==> src/twtl_pkg.sv <==
// ----------------------------------------------------------------------------
// twtl_pkg
// Types, constants and decode helpers for the two-way traffic light with
// countdown display.
// ----------------------------------------------------------------------------
`default_nettype none

package twtl_pkg;

    localparam int ROUNDS_PER_SECOND_DEF = 25;

    localparam int SECONDS_W = 7;
    localparam int YELLOW_W  = 4;
    localparam int CFG_IDX_W = 2;
    localparam int CFG_DATA_W = 7;

    localparam logic [SECONDS_W-1:0] SOUTH_SECONDS_RST = 7'd15;
    localparam logic [SECONDS_W-1:0] WEST_SECONDS_RST  = 7'd23;
    localparam logic [YELLOW_W-1:0]  YELLOW_SECONDS_RST = 4'd3;

    localparam logic [SECONDS_W-1:0] DISPLAY_MAX = 7'd99;

    typedef enum logic [CFG_IDX_W-1:0] {
        CFG_SOUTH_SECONDS = 2'd0,
        CFG_WEST_SECONDS  = 2'd1,
        CFG_YELLOW_SECONDS = 2'd2
    } t_cfg_index;

    typedef enum logic [1:0] {
        MODE_SOUTH = 2'b01,
        MODE_WEST  = 2'b10
    } t_mode;

    typedef enum logic [2:0] {
        OVR_IDLE  = 3'b001,
        OVR_COUNT = 3'b010,
        OVR_HOLD  = 3'b100
    } t_ovr_phase;

    typedef struct packed {
        logic override_request;
        logic override_to_west;
    } t_in_item;

    typedef struct packed {
        logic [3:0] digit_enables_n;
        logic [7:0] segments;
        logic       south_green;
        logic       south_yellow;
        logic       south_red;
        logic       west_green;
        logic       west_yellow;
        logic       west_red;
    } t_out_item;

    function automatic logic [7:0] seg_code(input logic [3:0] digit);
        logic [7:0] code;
        case (digit)
            4'd0:    code = 8'hbf;
            4'd1:    code = 8'h86;
            4'd2:    code = 8'hdb;
            4'd3:    code = 8'hcf;
            4'd4:    code = 8'he6;
            4'd5:    code = 8'hed;
            4'd6:    code = 8'hfd;
            4'd7:    code = 8'h87;
            4'd8:    code = 8'hff;
            4'd9:    code = 8'hef;
            default: code = 8'h00;
        endcase
        return code;
    endfunction

    // valid for values up to 99
    function automatic logic [3:0] dec_tens(input logic [SECONDS_W-1:0] value);
        logic [14:0] prod;
        prod = 15'(value) * 15'd205;
        return prod[14:11];
    endfunction

    function automatic logic [3:0] dec_units(input logic [SECONDS_W-1:0] value);
        logic [3:0]           tens;
        logic [SECONDS_W-1:0] rest;
        tens = dec_tens(value);
        rest = value - SECONDS_W'({tens, 3'b000} + {2'b00, tens, 1'b0});
        return rest[3:0];
    endfunction

endpackage

`default_nettype wire

==> src/two_way_traffic_light_with_countdown.sv <==
// ----------------------------------------------------------------------------
// two_way_traffic_light_with_countdown
// Two-phase traffic light with multiplexed two-digit countdowns per direction
// and a manual override with a one-digit yellow countdown.
//
// Usage:
//   Input channel (i_in_valid / o_in_stall / i_in_data): one transfer per
//   10 ms display slot, carrying the override switch levels.
//   Output channel (o_out_valid / i_out_stall / o_out_data): one transfer per
//   input transfer with the digit strobes, segment pattern and six lamps.
//   Config port (i_cfg_we / i_cfg_index / i_cfg_data): south phase, west
//   phase and yellow seconds; index 3 is ignored. Write only while idle.
//   Path: a transfer is captured in the input register, evaluated
//   combinationally and lands in the output register once the output is
//   not stalled.
//   Throughput: one transfer per cycle while the output is not stalled, set
//   by the single evaluation stage between the input and output registers.
//   Reset: south phase at 15 s, yellow 3 s, override idle, both channels empty.
//   Stall: a stalled result holds in the output register; an empty input
//   register takes one more transfer, then o_in_stall rises until it drains.
// ----------------------------------------------------------------------------
`default_nettype none

module two_way_traffic_light_with_countdown #(
    parameter int ROUNDS_PER_SECOND = twtl_pkg::ROUNDS_PER_SECOND_DEF
) (
    input  wire                                i_clk,
    input  wire                                i_rst_n,
    input  wire                                i_in_valid,
    output logic                               o_in_stall,
    input  twtl_pkg::t_in_item                 i_in_data,
    output logic                               o_out_valid,
    input  wire                                i_out_stall,
    output twtl_pkg::t_out_item                o_out_data,
    input  wire                                i_cfg_we,
    input  wire [twtl_pkg::CFG_IDX_W-1:0]      i_cfg_index,
    input  wire [twtl_pkg::CFG_DATA_W-1:0]     i_cfg_data
);

    localparam int SlotW = $clog2(ROUNDS_PER_SECOND + 1);
    localparam int SecW  = twtl_pkg::SECONDS_W;
    localparam int YelW  = twtl_pkg::YELLOW_W;
    localparam logic [SlotW-1:0] RoundsMax = SlotW'(ROUNDS_PER_SECOND);

    logic [SecW-1:0]          r_south_secs;
    logic [SecW-1:0]          r_west_secs;
    logic [YelW-1:0]          r_yellow_secs;

    logic                     r_in_valid;
    twtl_pkg::t_in_item       r_in_data;
    logic                     r_out_valid;
    twtl_pkg::t_out_item      r_out_data;

    twtl_pkg::t_mode          r_mode, n_mode;
    logic [SecW-1:0]          r_sec_left, n_sec_left;
    logic [SlotW-1:0]         r_slot, n_slot;
    logic [1:0]               r_scan, n_scan;
    twtl_pkg::t_ovr_phase     r_ovr_phase, n_ovr_phase;
    logic [YelW-1:0]          r_ovr_sec, n_ovr_sec;
    logic [SlotW-1:0]         r_ovr_slot, n_ovr_slot;
    logic [1:0]               r_ovr_scan, n_ovr_scan;
    logic                     r_ovr_dir, n_ovr_dir;
    logic                     r_last_req, n_last_req;
    twtl_pkg::t_out_item      n_out_data;

    logic                     advance;
    logic                     req;
    logic                     west;
    logic                     start;
    twtl_pkg::t_ovr_phase     phase_start;
    twtl_pkg::t_ovr_phase     phase_eff;
    logic                     dir_eff;
    logic [YelW-1:0]          osec_eff;
    logic [SlotW-1:0]         oslot_eff;
    logic [1:0]               oscan_eff;
    logic [SlotW-1:0]         oslot_inc;
    logic [YelW-1:0]          osec_dec;
    logic [3:0]               osec_units;

    logic                     is_yellow;
    logic [SecW-1:0]          other_val;
    logic [SecW-1:0]          south_val;
    logic [SecW-1:0]          west_val;
    logic [SecW-1:0]          shown_val;
    logic [SecW-1:0]          sat_val;
    logic [3:0]               digit;
    logic [SlotW-1:0]         slot_inc;

    // Handshake
    assign advance    = r_in_valid && (!r_out_valid || !i_out_stall);
    assign o_in_stall = r_in_valid && !advance;
    assign o_out_valid = r_out_valid;
    assign o_out_data  = r_out_data;

    // Override entry and hold exit
    assign req   = r_in_data.override_request;
    assign west  = r_in_data.override_to_west;
    assign start = (r_ovr_phase == twtl_pkg::OVR_IDLE) && req && !r_last_req;
    assign phase_start = (r_yellow_secs != '0) ? twtl_pkg::OVR_COUNT : twtl_pkg::OVR_HOLD;
    assign dir_eff   = start ? west : r_ovr_dir;
    assign osec_eff  = start ? r_yellow_secs : r_ovr_sec;
    assign oslot_eff = start ? '0 : r_ovr_slot;
    assign oscan_eff = start ? 2'd0 : r_ovr_scan;

    always_comb begin
        phase_eff = start ? phase_start : r_ovr_phase;
        if (phase_eff == twtl_pkg::OVR_HOLD && !(req && (west == dir_eff))) begin
            phase_eff = twtl_pkg::OVR_IDLE;
        end
    end

    assign oslot_inc  = oslot_eff + SlotW'(1);
    assign osec_dec   = osec_eff - YelW'(1);
    assign osec_units = (osec_eff >= YelW'(10)) ? osec_eff - YelW'(10) : osec_eff;

    // Normal display values
    assign is_yellow = !(r_sec_left > SecW'(r_yellow_secs));
    assign other_val = is_yellow ? r_sec_left : r_sec_left - SecW'(r_yellow_secs);
    assign south_val = (r_mode == twtl_pkg::MODE_WEST) ? other_val : r_sec_left;
    assign west_val  = (r_mode == twtl_pkg::MODE_WEST) ? r_sec_left : other_val;
    assign shown_val = r_scan[1] ? west_val : south_val;
    assign sat_val   = (shown_val > twtl_pkg::DISPLAY_MAX) ? twtl_pkg::DISPLAY_MAX : shown_val;
    assign digit     = r_scan[0] ? twtl_pkg::dec_units(sat_val) : twtl_pkg::dec_tens(sat_val);
    assign slot_inc  = r_slot + SlotW'(1);

    always_comb begin
        n_mode      = r_mode;
        n_sec_left  = r_sec_left;
        n_slot      = r_slot;
        n_scan      = r_scan;
        n_ovr_phase = phase_eff;
        n_ovr_sec   = osec_eff;
        n_ovr_slot  = oslot_eff;
        n_ovr_scan  = oscan_eff;
        n_ovr_dir   = dir_eff;
        n_last_req  = req;
        n_out_data  = '0;

        case (phase_eff)
            twtl_pkg::OVR_COUNT: begin
                n_out_data.digit_enables_n = dir_eff ? 4'h7 : 4'hD;
                n_out_data.segments        = twtl_pkg::seg_code(osec_units);
                n_out_data.south_yellow    = dir_eff;
                n_out_data.south_red       = !dir_eff;
                n_out_data.west_yellow     = !dir_eff;
                n_out_data.west_red        = dir_eff;
                n_ovr_scan = oscan_eff + 2'd1;
                if (oscan_eff == 2'd3) begin
                    n_ovr_slot = oslot_inc;
                    if (oslot_inc >= RoundsMax) begin
                        n_ovr_slot = '0;
                        n_ovr_sec  = osec_dec;
                        if (osec_dec == '0) begin
                            n_ovr_phase = twtl_pkg::OVR_HOLD;
                        end
                    end
                end
            end
            twtl_pkg::OVR_HOLD: begin
                n_out_data.digit_enables_n = 4'hF;
                n_out_data.segments        = 8'h00;
                n_out_data.south_green     = !dir_eff;
                n_out_data.south_red       = dir_eff;
                n_out_data.west_green      = dir_eff;
                n_out_data.west_red        = !dir_eff;
            end
            default: begin
                n_out_data.digit_enables_n = 4'(~(4'b0001 << r_scan));
                n_out_data.segments        = twtl_pkg::seg_code(digit);
                if (r_mode == twtl_pkg::MODE_WEST) begin
                    n_out_data.south_red   = 1'b1;
                    n_out_data.west_green  = !is_yellow;
                    n_out_data.west_yellow = is_yellow;
                end else begin
                    n_out_data.south_green  = !is_yellow;
                    n_out_data.south_yellow = is_yellow;
                    n_out_data.west_red     = 1'b1;
                end
                n_scan = r_scan + 2'd1;
                if (r_scan == 2'd3) begin
                    n_slot = slot_inc;
                    if (slot_inc >= RoundsMax) begin
                        n_slot = '0;
                        if (r_sec_left > SecW'(1)) begin
                            n_sec_left = r_sec_left - SecW'(1);
                        end else if (r_mode == twtl_pkg::MODE_WEST) begin
                            n_mode     = twtl_pkg::MODE_SOUTH;
                            n_sec_left = r_south_secs;
                        end else begin
                            n_mode     = twtl_pkg::MODE_WEST;
                            n_sec_left = r_west_secs;
                        end
                    end
                end
            end
        endcase
    end

    always_ff @(posedge i_clk) begin
        if (!i_rst_n) begin
            r_south_secs  <= twtl_pkg::SOUTH_SECONDS_RST;
            r_west_secs   <= twtl_pkg::WEST_SECONDS_RST;
            r_yellow_secs <= twtl_pkg::YELLOW_SECONDS_RST;
            r_in_valid    <= 1'b0;
            r_out_valid   <= 1'b0;
            r_mode        <= twtl_pkg::MODE_SOUTH;
            r_sec_left    <= twtl_pkg::SOUTH_SECONDS_RST;
            r_slot        <= '0;
            r_scan        <= 2'd0;
            r_ovr_phase   <= twtl_pkg::OVR_IDLE;
            r_ovr_sec     <= '0;
            r_ovr_slot    <= '0;
            r_ovr_scan    <= 2'd0;
            r_ovr_dir     <= 1'b0;
            r_last_req    <= 1'b0;
        end else begin
            if (i_cfg_we) begin
                case (i_cfg_index)
                    twtl_pkg::CFG_SOUTH_SECONDS:  r_south_secs  <= i_cfg_data;
                    twtl_pkg::CFG_WEST_SECONDS:   r_west_secs   <= i_cfg_data;
                    twtl_pkg::CFG_YELLOW_SECONDS: r_yellow_secs <= i_cfg_data[YelW-1:0];
                    default: ;
                endcase
            end
            if (!o_in_stall) begin
                r_in_valid <= i_in_valid;
            end
            if (advance) begin
                r_out_valid <= 1'b1;
            end else if (!i_out_stall) begin
                r_out_valid <= 1'b0;
            end
            if (advance) begin
                r_mode      <= n_mode;
                r_sec_left  <= n_sec_left;
                r_slot      <= n_slot;
                r_scan      <= n_scan;
                r_ovr_phase <= n_ovr_phase;
                r_ovr_sec   <= n_ovr_sec;
                r_ovr_slot  <= n_ovr_slot;
                r_ovr_scan  <= n_ovr_scan;
                r_ovr_dir   <= n_ovr_dir;
                r_last_req  <= n_last_req;
            end
        end
    end

    always_ff @(posedge i_clk) begin
        if (!o_in_stall) begin
            r_in_data <= i_in_data;
        end
        if (advance) begin
            r_out_data <= n_out_data;
        end
    end

    a_one_lamp_each : assert property (@(posedge i_clk) disable iff (!i_rst_n)
        o_out_valid |-> ($onehot({o_out_data.south_green, o_out_data.south_yellow,
                                  o_out_data.south_red})
                         && $onehot({o_out_data.west_green, o_out_data.west_yellow,
                                     o_out_data.west_red})))
        else $error("lamp set not one-hot per direction");

    a_blank_segments : assert property (@(posedge i_clk) disable iff (!i_rst_n)
        (o_out_valid && o_out_data.digit_enables_n == 4'hF) |-> o_out_data.segments == 8'h00)
        else $error("segments lit with all digits off");

    a_count_nonzero : assert property (@(posedge i_clk) disable iff (!i_rst_n)
        (r_ovr_phase == twtl_pkg::OVR_COUNT) |-> (r_ovr_sec != '0))
        else $error("override countdown at zero");

    a_slot_range : assert property (@(posedge i_clk) disable iff (!i_rst_n)
        (r_slot < RoundsMax) && (r_ovr_slot < RoundsMax))
        else $error("round counter out of range");

endmodule

`default_nettype wire

==> config.mk <==
export PLATFORM = sky130hd
export DESIGN_NAME = two_way_traffic_light_with_countdown
export DESIGN_NICKNAME = d
export VERILOG_FILES = /design/src/twtl_pkg.sv /design/src/two_way_traffic_light_with_countdown.sv
export SDC_FILE = /design/constraint.sdc
export NUM_CORES = 1
export LEC_CHECK = 0
export ABC_AREA = 1
export BUFFER_PORTS_ARGS = -buffer_cell sky130_fd_sc_hd__buf_4
export CAP_MARGIN = 10
export CORE_MARGIN = 4
export CORE_UTILIZATION = 25
export CTS_BUF_LIST = sky130_fd_sc_hd__clkbuf_16
export CTS_CLUSTER_DIAMETER = 50
export CTS_CLUSTER_SIZE = 28
export DETAILED_ROUTE_END_ITERATION = 7
export SLEW_MARGIN = 20
export SYNTH_ARGS = -nofsm -noshare
export SYNTH_HDL_FRONTEND = slang
export SYNTH_SLANG_ARGS = --single-unit
export TNS_END_PERCENT = 50
==> constraint.sdc <==
create_clock -name i_clk -period 7.5 [get_ports i_clk]
set_clock_uncertainty 0.2 [all_clocks]
set_input_delay 1.5 -clock i_clk [delete_from_list [all_inputs] [get_ports i_clk]]
set_output_delay 1.5 -clock i_clk [all_outputs]
set_load 0.05 [all_outputs]
==> results.txt <==
----------------------------------------------------
[STA]
  Total setup violations reported at the end of the flow ... 0
  Final max-slew violation count ... 0
  Slew at the pin closest to its max-slew limit ... 0.9588 ns
  Relative slew slack ... 35.93%
  Maximum clock frequency ... 148.5 MHz
  RSZ-0062 raised after global routing ... false
  Final number of hold-violating endpoints ... 0
  Worst setup margin ... 0.7678 ns
  Period utilisation layout ... 89.76%
  Final period demand of the worst path ... 6.732 ns
  Final total negative setup slack ... 0 ns
  Final-layout worst hold slack ... 0.2458 ns

[Clocking]
  Worst-path clk slew ... 0.06 ns
  Number of sinks handled by clock tree synthesis ... 72
  Hold-fix buffers at CTS ... 0
  Clk Latency, worst-skew pair ... 0.34 ns
  CTS tree ... yes
  Bufs on Longest Clock Path ... 2
  Number of buffers inserted during clock tree synthesis ... 9
  H-tree depth reported by CTS ... 3
  Root buffer cell ... clkbuf_16

[Synthesis]
  Flops & latches, synth ... 72
  Number of enable-type register cells in the synthesized netlist ... 20
  Most instantiated library cell after synthesis ... nand2_1
  Post-synthesis cell type with the largest combined area ... dfxtp_1
  Fraction of synthesis flops using an asynchronous set or reset pin ... 0%
  Synthesized netlist cell count ... 734
  Multiplexer share of the synthesized area ... 0%
  Basic-gate share of the synthesized area counting and, or, nand and nor cells ... 25.10%
  Area fraction in compound gates after synthesis ... 14.41%
  Number of different library cells in the post-synthesis netlist ... 50
  Syn_area_per_cell ... 7.524 µm²
  Area fraction of the dominant cell type after synthesis ... 18.85%
  Flip-flop cell with the highest count after synthesis ... dfxtp_1
  Synth Cell Area ... 0.005523 mm²
  Largest family of logic cells by synthesized area ... simple AND/OR/NAND/NOR gates
  Yosys synthesis warning count ... 0
  Synth top area cells ... dfxtp_1, ha_1, edfxtp_1
  Commonest cells in the synthesized netlist ... nand2_1, inv_1, ha_1, dfxtp_1, o21ai_0
  Share of synthesized cell area in full adder, half adder and majority cells ... 17.76%
  Proportion of synthesized chip area in sequential cells ... 29.72%
  Synthesized net count ... 823
  Xor and xnor fraction of the mapped netlist area ... 3.149%

[Drt]
  First drt pass iteration count ... 5
  Routed WL ... 12450 µm
  Average detailed-routed wire length per instance ... 11.83 µm
  Via count ... 4668
  Remaining design rule violation count ... 0
  Starting DRT DRC Count ... 254
  Antenna-violating nets left ... 0
  Vias per std cell ... 4.433

[Critical path]
  CP startpoint kind ... flip-flop
  Endpoint type of the worst setup path ... flip-flop
  Buffering stage count on the worst path with inverters included ... 7
  Arrival @ worst endpoint ... 6.63 ns
  Worst path top cell family by delay ... adder cells
  Worst EP required ... 7.39 ns
  Slowest cell on crit path ... fa_1
  Most numerous cell on the critical path ... nand2_1
  Critical Path Fanout Max ... 6
  Worst Setup Path Type ... reg -> reg
  Worst path max stage delay ... 0.51 ns

[Cells and area]
  Antenna cell count ... 0
  Net count reported at finish ... 857
  Fraction of layout cells with a size suffix above 1 ... 13.45%
  Final non-filler cell area ... 0.006365 mm²
  Final-layout fill cell count ... 2352
  Area Growth Syn to Fin ... 15.25%

[Placement]
  Placement Setup Slack ... 0.6511 ns
  Cell area reported after detailed placement ... 0.006067 mm²
  Total of buffers placed on input and output ports ... 35
  HPWL reported at the end of detailed placement ... 9533 µm
  Placer congestion estimate ... 0.8247

[Floorplanning]
  Die height ... 156.6 µm
  I/O pin cnt ... 36
  Initial standard-cell utilization of the core ... 25.39%
  Die footprint ... 0.02453 mm²
  Number of placement rows ... 54
  Core ar. ... 0.02176 mm²
  Die X ... 156.6 µm

[Run status]
  Run status ... completed

[Global route]
  First-pass GRT wire length ... 21090 µm
  Initial antenna violation count ... 0
  Residual overflow from global routing ... 0
  GRT Total Usage ... 10.51%
  Largest net degree at the start of global routing ... 38
  Vias in the first global route ... 4395

[Flow run]
  Number of max-capacitance violations reported ... 0

[Power]
  Cell area power density ... 199.5 mW/mm²
  Total leakage power ... 3.052 nW
  Maximum ir drop on the vdd rail ... 0.0001063 V
  Total Power Consumption ... 0.001270 W

[Hold path]
  Worst Hold Class ... reg -> reg

----------------------------------------------------
-- layer usage --
layer,vias to the layer above,wire length (µm),global-route usage (%)
li1,2465,-,-
met1,2113,6329,14.74
met2,79,5456,15.94
met3,11,527,3.125
met4,0,139,2.397
met5,-,0,0
-- layout by cell type, fill, tap and decap left out, types with 2 or more instances in the layout --
cell type / Yosys / routed
nand2_1: 159 / 159
inv_1: 113 / 114
ha_1: 64 / 64
dfxtp_1: 52 / 52
o21ai_0: 49 / 49
a21oi_1: 43 / 43
nor2_1: 44 / 42
nand3_1: 41 / 41
buf_4: 2 / 39
edfxtp_1: 20 / 20
xor2_1: 15 / 15
nand2_2: 12 / 12
o211ai_1: 12 / 12
fa_1: 9 / 9
clkbuf_16: 0 / 9
nor3_1: 7 / 7
or2_2: 6 / 6
a31oi_1: 6 / 6
nor2_4: 4 / 5
inv_2: 5 / 5
nand3_2: 5 / 5
nand4_1: 5 / 5
o21ai_2: 4 / 4
o21ai_1: 4 / 4
a211oi_1: 4 / 4
clkinv_1: 3 / 3
nand3_4: 3 / 3
xnor2_1: 3 / 3
inv_4: 1 / 2
nor2_2: 1 / 2
nand2_4: 2 / 2
or2_1: 2 / 2
o22ai_1: 2 / 2
o21a_1: 2 / 2
o41ai_1: 2 / 2
a221oi_1: 2 / 2
clkinvlp_4: 0 / 2
-- where the power goes --
group	leakage (nW)	switching, W	internal, W
clock network	0.134	0.000177	0.000224
logic	2.31	0.000278	0.000150
registers	0.609	0.0000112	0.000431
-- layout make-up --
class | instances | area (µm²) | area share [%]
inverter | 122 | 460.4 | 7.234
sequential | 72 | 1642 | 25.79
clock buffer | 9 | 225.2 | 3.538
multi-input combinational | 524 | 3347 | 52.59
tap | 280 | 350.3 | 5.504
timing repair buffer | 39 | 292.8 | 4.600
clock inverter | 7 | 47.55 | 0.7470
-- worst register-to-register path, delay by kind of cell (launching register included) --
kind / cells / cell delay [ns]
buffers and inverters: 7 / 0.62
AO/OA/AOI/OAI: 5 / 0.82
flip-flops: 1 / 0.33
adder cells (fa/ha/maj): 9 / 2.82
AND/OR/NAND/NOR: 17 / 1.69
-- stage by stage --
stage	util [%]	instances
after floorplan	-	734
after global placement	27.89	1034
after detailed placement	27.89	1034
after CTS	29.14	1050
after global routing	29.26	1053
final	29.26	1053
-- path summary, 6_finish.rpt --
path / end / slack, ns / cells past startpoint / from
worst max-delay path: o_out_data[11]$_DFFE_PP_ / 0.77 / 38 / r_sec_left[0]$_SDFFE_PN1P_
worst min-delay path: r_south_secs[5]$_SDFFE_PN0P_ / 0.25 / 2 / r_south_secs[5]$_SDFFE_PN0P_
worst max register to register: o_out_data[11]$_DFFE_PP_ / 0.77 / 38 / r_sec_left[0]$_SDFFE_PN1P_
worst min register to register: r_south_secs[5]$_SDFFE_PN0P_ / 0.25 / 2 / r_south_secs[5]$_SDFFE_PN0P_
-- sequential cells by signal, indices dropped and copies added (netlist names) --
register / count
o_out_data: 18
r_ovr_sec: 4
r_ovr_scan: 2
r_ovr_phase: 3
r_yellow_secs: 4
r_ovr_dir: 1
n_last_req: 1
o_out_valid: 1
r_south_secs: 7
west: 1
r_west_secs: 7
r_sec_left: 7
r_last_req: 1
r_ovr_slot: 5
r_mode: 2
r_in_valid: 1
r_scan: 2
r_slot: 5
-- kinds of logic after synthesis --
group	after synthesis
AND/OR/NAND/NOR	296
XOR/XNOR	19
AO/OA/AOI/OAI	136
buffers and inverters	138
flip-flops	72
adder cells (fa/ha/maj)	73
-- repair_timing --
action	CTS	global route
setup endpoints to repair	0	4
buffers inserted	0	3
resized for setup	0	1
No activity file was read; power rests on OpenSTA's default activity.
